[src/rtl/irpd_pkg.sv]
// Shared types, constants and the per-frame word update for the pulse-distance IR frame sender.
// No dependencies; every other file of the block refers to this one by scoped names.
package irpd_pkg;

  localparam int BYTE_W        = 8;
  localparam int CMD_W         = 16;
  localparam int CH_W          = 3;
  localparam int TICK_W        = 8;
  localparam int CFG_IDX_W     = 3;
  localparam int CFG_DATA_W    = 8;
  localparam int REPEATS_DEF   = 6;
  localparam int WORD_BITS_DEF = 16;

  typedef enum logic [1:0] {
    PH_IDLE,
    PH_GAP,
    PH_MARK,
    PH_SPACE
  } phase_t;

  typedef enum logic [CFG_IDX_W-1:0] {
    CFG_CHANNEL,
    CFG_MARK,
    CFG_ZERO_SPACE,
    CFG_ONE_SPACE,
    CFG_STARTSTOP_SPACE
  } cfg_reg_t;

  // Toggle bit 3 of the top nibble (unless only bit 2 may be set), then rebuild the checksum.
  function automatic logic [CMD_W-1:0] next_frame_word(input logic [CMD_W-1:0] w);
    logic [3:0] n1;
    logic [3:0] n2;
    logic [3:0] n3;
    logic [3:0] n4;
    n1 = w[15:12];
    n2 = w[11:8];
    n3 = w[7:4];
    if ((n1 & 4'hb) != 4'h0) n1 = n1 ^ 4'h8;
    n4 = 4'hf ^ n1 ^ n2 ^ n3;
    return {n1, n2, n3, n4};
  endfunction

endpackage

[src/rtl/irpd_req_if.sv]
// Request channel of the IR frame sender: valid/ready plus operation and command bytes.
// Depends on irpd_pkg for field widths.
interface irpd_req_if;
  logic                         valid;
  logic                         ready;
  logic                         operation;
  logic [irpd_pkg::BYTE_W-1:0]  command_high;
  logic [irpd_pkg::BYTE_W-1:0]  command_low;

  modport source (output valid, output operation, output command_high, output command_low,
                  input ready);
  modport sink   (input valid, input operation, input command_high, input command_low,
                  output ready);
endinterface

[src/rtl/irpd_rsp_if.sv]
// Result channel of the IR frame sender: valid/ready plus carrier enable, busy and word.
// Depends on irpd_pkg for field widths.
interface irpd_rsp_if;
  logic                        valid;
  logic                        ready;
  logic                        ir_drive;
  logic                        busy_res;
  logic [irpd_pkg::CMD_W-1:0]  word_on_air;

  modport source (output valid, output ir_drive, output busy_res, output word_on_air,
                  input ready);
  modport sink   (input valid, input ir_drive, input busy_res, input word_on_air,
                  output ready);
endinterface

[src/rtl/ir_pulse_distance_frame_sender.sv]
// Pulse-distance IR frame sender, top level. Each result is valid the cycle after acceptance.
// Throughput: one item per clock; the request side stalls only while the result register is
// full and not taken. All phase skipping for zero-length gaps, marks and spaces resolves in
// the same cycle through a priority search over the WORD_BITS+2 symbols of a frame.
// Reset (rst, synchronous, active high): idle, word zero, configuration to its defaults.
module ir_pulse_distance_frame_sender #(
  parameter int REPEATS   = irpd_pkg::REPEATS_DEF
) (
  input  logic                               clk,
  input  logic                               rst,
  irpd_req_if.sink                           req,
  irpd_rsp_if.source                         rsp,
  input  logic                               cfg_we,
  input  logic [irpd_pkg::CFG_IDX_W-1:0]     cfg_index,
  input  logic [irpd_pkg::CFG_DATA_W-1:0]    cfg_data
);

  localparam int WORD_BITS = irpd_pkg::WORD_BITS_DEF;
  localparam int IDX_N    = WORD_BITS + 2;        // start, data bits, stop
  localparam int IW       = $clog2(IDX_N);
  localparam int RW       = $clog2(REPEATS + 1);
  localparam int LAST     = WORD_BITS + 1;        // index of the stop symbol
  localparam int CW       = irpd_pkg::CMD_W;
  localparam int TW       = irpd_pkg::TICK_W;

  // Configuration registers
  logic [irpd_pkg::CH_W-1:0] channel;
  logic [TW-1:0]             mark_len;
  logic [TW-1:0]             zero_len;
  logic [TW-1:0]             one_len;
  logic [TW-1:0]             ss_len;

  // Sequencer state
  logic [CW-1:0]             word, word_next;
  logic [RW-1:0]             rep, rep_next;
  logic [IW-1:0]             idx, idx_next;
  irpd_pkg::phase_t          phase, phase_next;
  logic [TW-1:0]             cnt, cnt_next;
  logic                      sending, sending_next;

  // Result register
  logic                      rsp_valid;
  logic                      res_drive;
  logic                      res_busy;
  logic [CW-1:0]             res_word;

  logic                      accept;
  logic                      is_load;
  logic [CW-1:0]             load_word;
  logic [CW-1:0]             sel_word;
  logic [RW-1:0]             rep_inc;
  logic [TW-1:0]             gap_first;
  logic [TW-1:0]             gap_rep;
  logic [TW-1:0]             cur_len;
  logic [TW:0]               cnt_inc;
  logic [IDX_N-1:0]          bitv;
  logic [IDX_N-1:0]          nz;
  logic                      drive;
  logic                      expire;
  logic                      go_mark;
  logic                      go_space;
  logic                      go_end;
  logic [IW-1:0]             mark_j;
  logic                      found;
  logic [IW-1:0]             found_k;

  // Accept a new item whenever the result register is free or being drained.
  assign req.ready       = !rsp_valid || rsp.ready;
  assign accept          = req.valid && req.ready;
  assign rsp.valid       = rsp_valid;
  assign rsp.ir_drive    = res_drive;
  assign rsp.busy_res    = res_busy;
  assign rsp.word_on_air = res_word;

  assign is_load   = !req.operation;
  assign load_word = irpd_pkg::next_frame_word({req.command_high, req.command_low});
  // A load only takes effect when idle; the search then runs over the fresh word.
  assign sel_word  = (is_load && !sending) ? load_word : word;
  assign rep_inc   = (is_load ? RW'(0) : rep) + RW'(1);

  // Gap lengths: first frame 3*(4-channel), saturating; later frames 3*(5+2*channel).
  always_comb begin
    logic [2:0] p;
    logic [4:0] q;
    p = (channel <= 3'd4) ? 3'(3'd4 - channel) : 3'd0;
    q = 5'd5 + 5'({channel, 1'b0});
    gap_first = TW'({p, 1'b0}) + TW'(p);
    gap_rep   = TW'({q, 1'b0}) + TW'(q);
  end

  // Per-symbol data bit (MSB first) and whether its space has nonzero length.
  always_comb begin
    logic [CW-1:0] sh;
    for (int k = 0; k < IDX_N; k++) begin
      sh = sel_word >> (WORD_BITS - k);
      if (k == 0 || k > WORD_BITS) begin
        bitv[k] = 1'b0;
        nz[k]   = (ss_len != '0);
      end else begin
        bitv[k] = sh[0];
        nz[k]   = sh[0] ? (one_len != '0) : (zero_len != '0);
      end
    end
  end

  // Length of the phase in progress.
  always_comb begin
    case (phase)
      irpd_pkg::PH_GAP:   cur_len = (rep == '0) ? gap_first : gap_rep;
      irpd_pkg::PH_MARK:  cur_len = mark_len;
      irpd_pkg::PH_SPACE: begin
        if (idx == '0 || idx > IW'(WORD_BITS)) cur_len = ss_len;
        else                                   cur_len = bitv[idx] ? one_len : zero_len;
      end
      default:            cur_len = '0;
    endcase
  end

  // Decide where this item moves the sequencer before zero-length phases are skipped.
  always_comb begin
    go_mark  = 1'b0;
    go_space = 1'b0;
    go_end   = 1'b0;
    expire   = 1'b0;
    mark_j   = '0;
    cnt_inc  = {1'b0, cnt} + (TW+1)'(1);
    if (is_load) begin
      if (!sending && gap_first == '0) go_mark = 1'b1;
    end else if (sending && cnt_inc >= {1'b0, cur_len}) begin
      expire = 1'b1;
      case (phase)
        irpd_pkg::PH_GAP:  go_mark = 1'b1;
        irpd_pkg::PH_MARK: begin
          if (nz[idx])                  go_space = 1'b1;
          else if (idx == IW'(LAST))    go_end   = 1'b1;
          else begin
            go_mark = 1'b1;
            mark_j  = idx + IW'(1);
          end
        end
        irpd_pkg::PH_SPACE: begin
          if (idx < IW'(LAST)) begin
            go_mark = 1'b1;
            mark_j  = idx + IW'(1);
          end else begin
            go_end = 1'b1;
          end
        end
        default: ;
      endcase
    end
  end

  // With a zero mark, land on the first symbol at or after mark_j whose space is nonzero.
  always_comb begin
    found   = 1'b0;
    found_k = '0;
    for (int k = IDX_N - 1; k >= 0; k--) begin
      if (IW'(k) >= mark_j && nz[k]) begin
        found   = 1'b1;
        found_k = IW'(k);
      end
    end
  end

  // Next state and carrier enable for this item.
  always_comb begin
    word_next    = word;
    rep_next     = rep;
    idx_next     = idx;
    phase_next   = phase;
    cnt_next     = cnt;
    sending_next = sending;
    drive        = 1'b0;
    if (is_load) begin
      if (!sending) begin
        sending_next = 1'b1;
        rep_next     = '0;
        word_next    = load_word;
        idx_next     = '0;
        cnt_next     = '0;
        phase_next   = irpd_pkg::PH_GAP;
      end
    end else if (sending) begin
      drive    = (phase == irpd_pkg::PH_MARK);
      cnt_next = expire ? '0 : cnt_inc[TW-1:0];
      if (expire && phase == irpd_pkg::PH_IDLE) sending_next = 1'b0;
      if (go_space) phase_next = irpd_pkg::PH_SPACE;
    end
    if (go_mark) begin
      if (mark_len != '0) begin
        phase_next = irpd_pkg::PH_MARK;
        idx_next   = mark_j;
      end else if (found) begin
        phase_next = irpd_pkg::PH_SPACE;
        idx_next   = found_k;
      end
    end
    // End of frame: stop after the last repeat, else open the next frame with a fresh word.
    if (go_end || (go_mark && mark_len == '0 && !found)) begin
      rep_next = rep_inc;
      idx_next = '0;
      cnt_next = '0;
      if (rep_inc >= RW'(REPEATS)) begin
        sending_next = 1'b0;
        phase_next   = irpd_pkg::PH_IDLE;
      end else begin
        word_next  = irpd_pkg::next_frame_word(sel_word);
        phase_next = irpd_pkg::PH_GAP;
      end
    end
  end

  // Configuration writes
  always_ff @(posedge clk) begin
    if (rst) begin
      channel  <= 3'd1;
      mark_len <= 8'd12;
      zero_len <= 8'd20;
      one_len  <= 8'd42;
      ss_len   <= 8'd78;
    end else if (cfg_we) begin
      case (cfg_index)
        irpd_pkg::CFG_CHANNEL:         channel  <= cfg_data[irpd_pkg::CH_W-1:0];
        irpd_pkg::CFG_MARK:            mark_len <= cfg_data[TW-1:0];
        irpd_pkg::CFG_ZERO_SPACE:      zero_len <= cfg_data[TW-1:0];
        irpd_pkg::CFG_ONE_SPACE:       one_len  <= cfg_data[TW-1:0];
        irpd_pkg::CFG_STARTSTOP_SPACE: ss_len   <= cfg_data[TW-1:0];
        default: ;
      endcase
    end
  end

  // Sequencer state: advance only on an accepted item.
  always_ff @(posedge clk) begin
    if (rst) begin
      word    <= '0;
      rep     <= '0;
      idx     <= '0;
      phase   <= irpd_pkg::PH_IDLE;
      cnt     <= '0;
      sending <= 1'b0;
    end else if (accept) begin
      word    <= word_next;
      rep     <= rep_next;
      idx     <= idx_next;
      phase   <= phase_next;
      cnt     <= cnt_next;
      sending <= sending_next;
    end
  end

  // Result register: load on accept, drop valid once taken.
  always_ff @(posedge clk) begin
    if (rst) begin
      rsp_valid <= 1'b0;
    end else if (accept) begin
      rsp_valid <= 1'b1;
    end else if (rsp.ready) begin
      rsp_valid <= 1'b0;
    end
  end

  always_ff @(posedge clk) begin
    if (accept) begin
      res_drive <= drive;
      res_busy  <= sending_next;
      res_word  <= word_next;
    end
  end

`ifndef SYNTHESIS
  // The sequencer sits in its idle phase exactly when no transmission runs.
  a_idle_iff_stopped: assert property (@(posedge clk) disable iff (rst)
    (phase == irpd_pkg::PH_IDLE) == !sending)
    else $error("phase and sending flag disagree");

  // Symbol index never passes the stop symbol.
  a_idx_bound: assert property (@(posedge clk) disable iff (rst)
    idx <= IW'(LAST))
    else $error("symbol index beyond stop symbol");

  // A running transmission is always on one of the configured repeats.
  a_rep_bound: assert property (@(posedge clk) disable iff (rst)
    sending |-> (rep < RW'(REPEATS)))
    else $error("repeat count out of range while sending");

  // A load item never yields carrier drive.
  a_load_no_drive: assert property (@(posedge clk) disable iff (rst)
    (accept && is_load) |=> !res_drive)
    else $error("load item produced carrier drive");
`endif

endmodule
[src/flat_wrapper.sv]
// flat-port wrapper written by rule: the top's interface ports become plain ports
module ir_pulse_distance_frame_sender_flat 
#(
  parameter int REPEATS   = irpd_pkg::REPEATS_DEF
)
  (clk, rst, cfg_we, cfg_index, cfg_data, req_valid, req_operation, req_command_high, req_command_low, req_ready, rsp_valid, rsp_ir_drive, rsp_busy_res, rsp_word_on_air, rsp_ready);
  irpd_req_if req_i ();
  irpd_rsp_if rsp_i ();
  input  logic clk;
  input  logic rst;
  input  logic cfg_we;
  input  logic [irpd_pkg::CFG_IDX_W-1:0] cfg_index;
  input  logic [irpd_pkg::CFG_DATA_W-1:0] cfg_data;
  input wire logic [$bits(req_i.valid)-1:0] req_valid;
  input wire logic [$bits(req_i.operation)-1:0] req_operation;
  input wire logic [$bits(req_i.command_high)-1:0] req_command_high;
  input wire logic [$bits(req_i.command_low)-1:0] req_command_low;
  output wire logic [$bits(req_i.ready)-1:0] req_ready;
  output wire logic [$bits(rsp_i.valid)-1:0] rsp_valid;
  output wire logic [$bits(rsp_i.ir_drive)-1:0] rsp_ir_drive;
  output wire logic [$bits(rsp_i.busy_res)-1:0] rsp_busy_res;
  output wire logic [$bits(rsp_i.word_on_air)-1:0] rsp_word_on_air;
  input wire logic [$bits(rsp_i.ready)-1:0] rsp_ready;
  assign req_i.valid = req_valid;
  assign req_i.operation = req_operation;
  assign req_i.command_high = req_command_high;
  assign req_i.command_low = req_command_low;
  assign req_ready = req_i.ready;
  assign rsp_valid = rsp_i.valid;
  assign rsp_ir_drive = rsp_i.ir_drive;
  assign rsp_busy_res = rsp_i.busy_res;
  assign rsp_word_on_air = rsp_i.word_on_air;
  assign rsp_i.ready = rsp_ready;
  ir_pulse_distance_frame_sender #(.REPEATS(REPEATS)) u_core (.clk(clk), .rst(rst), .req(req_i), .rsp(rsp_i), .cfg_we(cfg_we), .cfg_index(cfg_index), .cfg_data(cfg_data));
endmodule
[config.mk]
export PLATFORM = sky130hd
export DESIGN_NAME = ir_pulse_distance_frame_sender_flat
export DESIGN_NICKNAME = d
export VERILOG_FILES = /design/src/rtl/irpd_pkg.sv /design/src/rtl/irpd_req_if.sv /design/src/rtl/irpd_rsp_if.sv /design/src/rtl/ir_pulse_distance_frame_sender.sv /design/src/flat_wrapper.sv
export SDC_FILE = /design/constraint.sdc
export NUM_CORES = 1
export LEC_CHECK = 0
export BUFFER_PORTS_ARGS = -buffer_cell sky130_fd_sc_hd__buf_2
export CAP_MARGIN = 30
export CORE_MARGIN = 2
export CORE_UTILIZATION = 25
export DETAILED_ROUTE_END_ITERATION = 7
export PLACE_DENSITY = 0.42
export SETUP_SLACK_MARGIN = 0.15
export SLEW_MARGIN = 20
export SYNTH_ARGS = -nofsm -noshare
export SYNTH_HDL_FRONTEND = slang
export SYNTH_SLANG_ARGS = --single-unit
[constraint.sdc]
create_clock -name clk -period 6.5 [get_ports clk]
set_input_delay 0.65 -clock clk [delete_from_list [all_inputs] [get_ports clk]]
set_output_delay 0.65 -clock clk [all_outputs]
set_load 0.01 [all_outputs]
==> metrics.md <==
| Metric | Value |
|---|---|
| Outcome | `finished, final reports clean` |
| HPWL Detailed | `17.5 mm` |
| Number of distinct library cells after synthesis | `82` |
| Pwr Density | `between 150 and 200 nW/um^2` |
| Slew headroom | `38.0%` |
| Mapped cell area | `6580 um^2` |
| Initial core utilization | `25.3%` |
| Via count | `6621` |
| Synth-to-Final Area Change | `26.3%` |
| Seq/Total Area, Yosys | `29.8%` |
| Ant diodes | `0` |
| Setup crit end kind | `flip-flop` |
| Leak Pwr | `about 3.4 nW` |
| Fin crit period | `between 6 and 7 ns` |
| Register area | `1970 um^2` |
| Global-route wire length before repair | `36.7 mm` |
| Peak supply drop | `~110 uV` |
| CTS Buf Count | `9` |
| Max Transition Viols Final | `0` |
| Top FF cell, synth | `dfxtp_1` |
| Top achievable clock speed | `0.164 GHz` |
| Die area | `27600 um^2` |
| WP data arrival | `6.40 ns` |
| Site Rows | `59` |
| GPL Wtd Cong | `0.904` |
| Worst-Skew Late Latency | `0.36 ns` |
| First-pass detailed-route iteration total | `6` |
| Sw frac | `29.0%` |
| Fin util | `32.0%` |
| Fin area | `8310 um^2` |
| GR Util met1 | `22.9%` |
| Max-cap violations | `0` |
| Clock tree buffer depth | `2` |
| Die width | `166 um` |
| Crit path required time | `6.80 ns` |
| GRT Util Overall | `16.8%` |
| Starting DRT DRC Count | `465` |
| Top Ports | `53` |
| Antenna violations before repair | `0` |
| Nets | `1009` |
| IO Port Bufs | `48` |
| Int Pwr | `0.00103 W` |
| M2 GR Usage | `28.0%` |
| Final Hold Viols | `0` |
| WL per Instance | `18.1 um` |
| Worst Hold Class | `reg -> reg` |
| Non-filler instance count after layout | `1291` |
| Synth top area share | `a little over a fifth` |
| CP peak stage delay | `0.48 ns` |
| Multi-input logic area | `4530 um^2` |
| Vias/cell | `5.13` |
| Clock-pin transition on the worst setup and hold timing paths | `approximately 0.070 ns` |
| Placed cell area | `around 7800 um^2` |
| WHS | `0.459 ns` |
| Busiest grt layer | `met2` |
| Synth Register Bits | `89` |
| Yosys warns | `0` |
| Antenna-violating nets left | `0` |
| Largest net degree at the start of global routing | `57` |
| Tightest Pin Transition | `0.922 ns` |
| Layout cells sized above 1 | `between 20% and 30%` |
| Total gr overflow | `0` |
| Combinational share of power | `18.9%` |
| Worst Setup Path Type | `in -> reg` |
| Crit-path max FO | `7` |
| Critical path's slowest cell | `mux4_2` |
| Vias in the first global route | `6305` |
| Leading area contributor after synthesis | `dfxtp_1` |
| Met3 global-route usage | `2.41%` |
| Critical path's most frequent cell | `a21o_1` |
| Async S/R FF share, synth | `0%` |
| Switch Pwr | `0.000421 W` |
| Clk_skew | `0.00961 ns` |
| R2r worst-path depth | `28` |
| Number of flops mapped to enable cells by yosys | `18` |
| Seq pwr share | `41.6%` |
| Die Ht | `between 150 and 200 um` |
| Clock Root Buffer | `clkbuf_16` |
| Synth top area cells | `dfxtp_1 (22%), edfxtp_1 (8.2%), nand2_1 (7.3%)` |
| # fillers | `~2.9k` |
| Commonest cells post-synth | `nand2_1 (128), a21oi_1 (81), nor2_1 (74), dfxtp_1 (71), o21ai_0 (44)` |
| # H-tree levels | `3` |
| Syn Inst Count | `843` |
| # clock sinks | `just under 90` |
| CTS tree | `built` |
| Syn_nets | `901` |
| Synth Area per Inst | `7.81 um^2` |
| Core Area | `between 20000 and 30000 um^2` |
| Placed cell count | `~1.3k` |
| WHS Path Cells | `2` |
| Unrepaired setup endpoints after global routing | `no` |
| Final Cycle Share | `roughly 94%` |
| Part of the power in the clock network | `39.5%` |
| # DRC | `0` |
| CP Launch Type | `input pin` |
| Count leader, synth | `nand2_1` |
| Post-Route WL | `23.3 mm` |
| Final setup fails | `0` |
final timing paths:
path                          startpoint  slack [ns]                            to
max                        req_operation        0.40  u_core.word[15]$_SDFFE_PP0P_
min          u_core.word[5]$_SDFFE_PP0P_        0.46   u_core.word[5]$_SDFFE_PP0P_
max reg2reg  u_core.sending$_SDFFE_PP0P_        0.47  u_core.word[15]$_SDFFE_PP0P_
min reg2reg  u_core.word[5]$_SDFFE_PP0P_        0.46   u_core.word[5]$_SDFFE_PP0P_
timing repair:
| action | CTS | global route |
|---|---|---|
| pin swaps | 0 | 21 |
| gates resized for setup | 3 | 49 |
| hold buffers | 0 | 0 |
| setup buffers | 0 | 2 |
| cloned | 0 | 0 |
| setup endpoints to repair | 14 | 22 |
| endpoints found under the hold margin | 0 | 0 |
power by group through the flow:
stage	logic [W]	registers, W	clock network [W]
final	0.000274	0.000604	0.000573
after global routing	0.000300	0.000607	0.000605
after CTS	0.000262	0.000604	0.000587
after detailed placement	0.000260	0.000617	0
after global placement	0.000260	0.000617	0
after floorplan	0.000142	0.000616	0
cell usage in the layout, fill, tap and decap left out, types with 7 or more instances in the layout:
cell type and instances:
a211oi_1 13, a21o_1 11, a21oi_1 76, a22oi_1 7, a31oi_1 9, and2_1 12
and3_1 14, buf_2 48, buf_4 89, clkbuf_16 10, dfxtp_1 68, edfxtp_1 18
ha_1 25, inv_1 27, mux2_2 8, mux2i_1 28, nand2_1 127, nand3_1 29
nand4_1 10, nor2_1 73, nor2b_1 7, nor3_1 15, nor4_1 14, o211ai_1 7
o21ai_0 39, xnor2_1 17, xor2_1 10
layout make-up:
type / instances / share of cell area, %
clock buffer: 11 / 3.06
sequential: 89 / 23.7
clock inverter: 5 / 0.708
tap: 335 / 5.04
multi-input combinational: 680 / 54.5
inverter: 29 / 1.31
timing repair buffer: 142 / 11.7
kinds of logic (layout without fill, tap and decap cells):
| family | after synthesis | after routing | share of synthesized area, % |
|---|---|---|---|
| AOI/OAI and AO/OA | 242 | 242 | 24.0 |
| xor gates and xnor gates | 29 | 29 | 4.30 |
| adders and majority gates | 25 | 25 | 4.75 |
| buffers and inverters | 74 | 187 | 4.62 |
| DFF | 89 | 89 | 29.8 |
| muxes | 47 | 47 | 8.10 |
| and+or+nand+nor | 337 | 337 | 24.4 |
worst max-delay path, delay by kind of cell:
kind | cells | cell delay [ns]
AO/OA/AOI/OAI | 12 | 2.27
AND/OR/NAND/NOR | 7 | 1.27
multiplexers | 4 | 1.18
buffers and inverters | 5 | 0.76
adder cells (fa/ha/maj) | 1 | 0.28
state kept, by name (all words and copies together), names as in the netlist, 3 cells and up:
| signal | count |
|---|---|
| u_core.rep | 3 |
| u_core.mark_len | 8 |
| u_core.channel | 3 |
| u_core.zero_len | 8 |
| u_core.rsp.word_on_air | 16 |
| u_core.ss_len | 8 |
| u_core.one_len | 8 |
| u_core.word | 16 |
| u_core.idx | 5 |
| u_core.cnt | 8 |
metrics by stage:
stage / total power [W] / setup slack (ns) / TNS, ns
detailed placement: 0.000877 / -0.305 / -4.12
floorplan: 0.000759 / 0.232 / 0
CTS: 0.00145 / 0.207 / 0
global route: 0.00151 / 0.125 / 0
finish: 0.00145 / 0.399 / 0
global placement: 0.000877 / -0.319 / -5.28
routing by layer:
layer	part of all wire (%)	vias to the layer above
li1	-	3294
met1	47	3138
met2	47	166
met3	4.2	23
met4	1.8	0
met5	0	-
(Power assumes the default switching activity.)
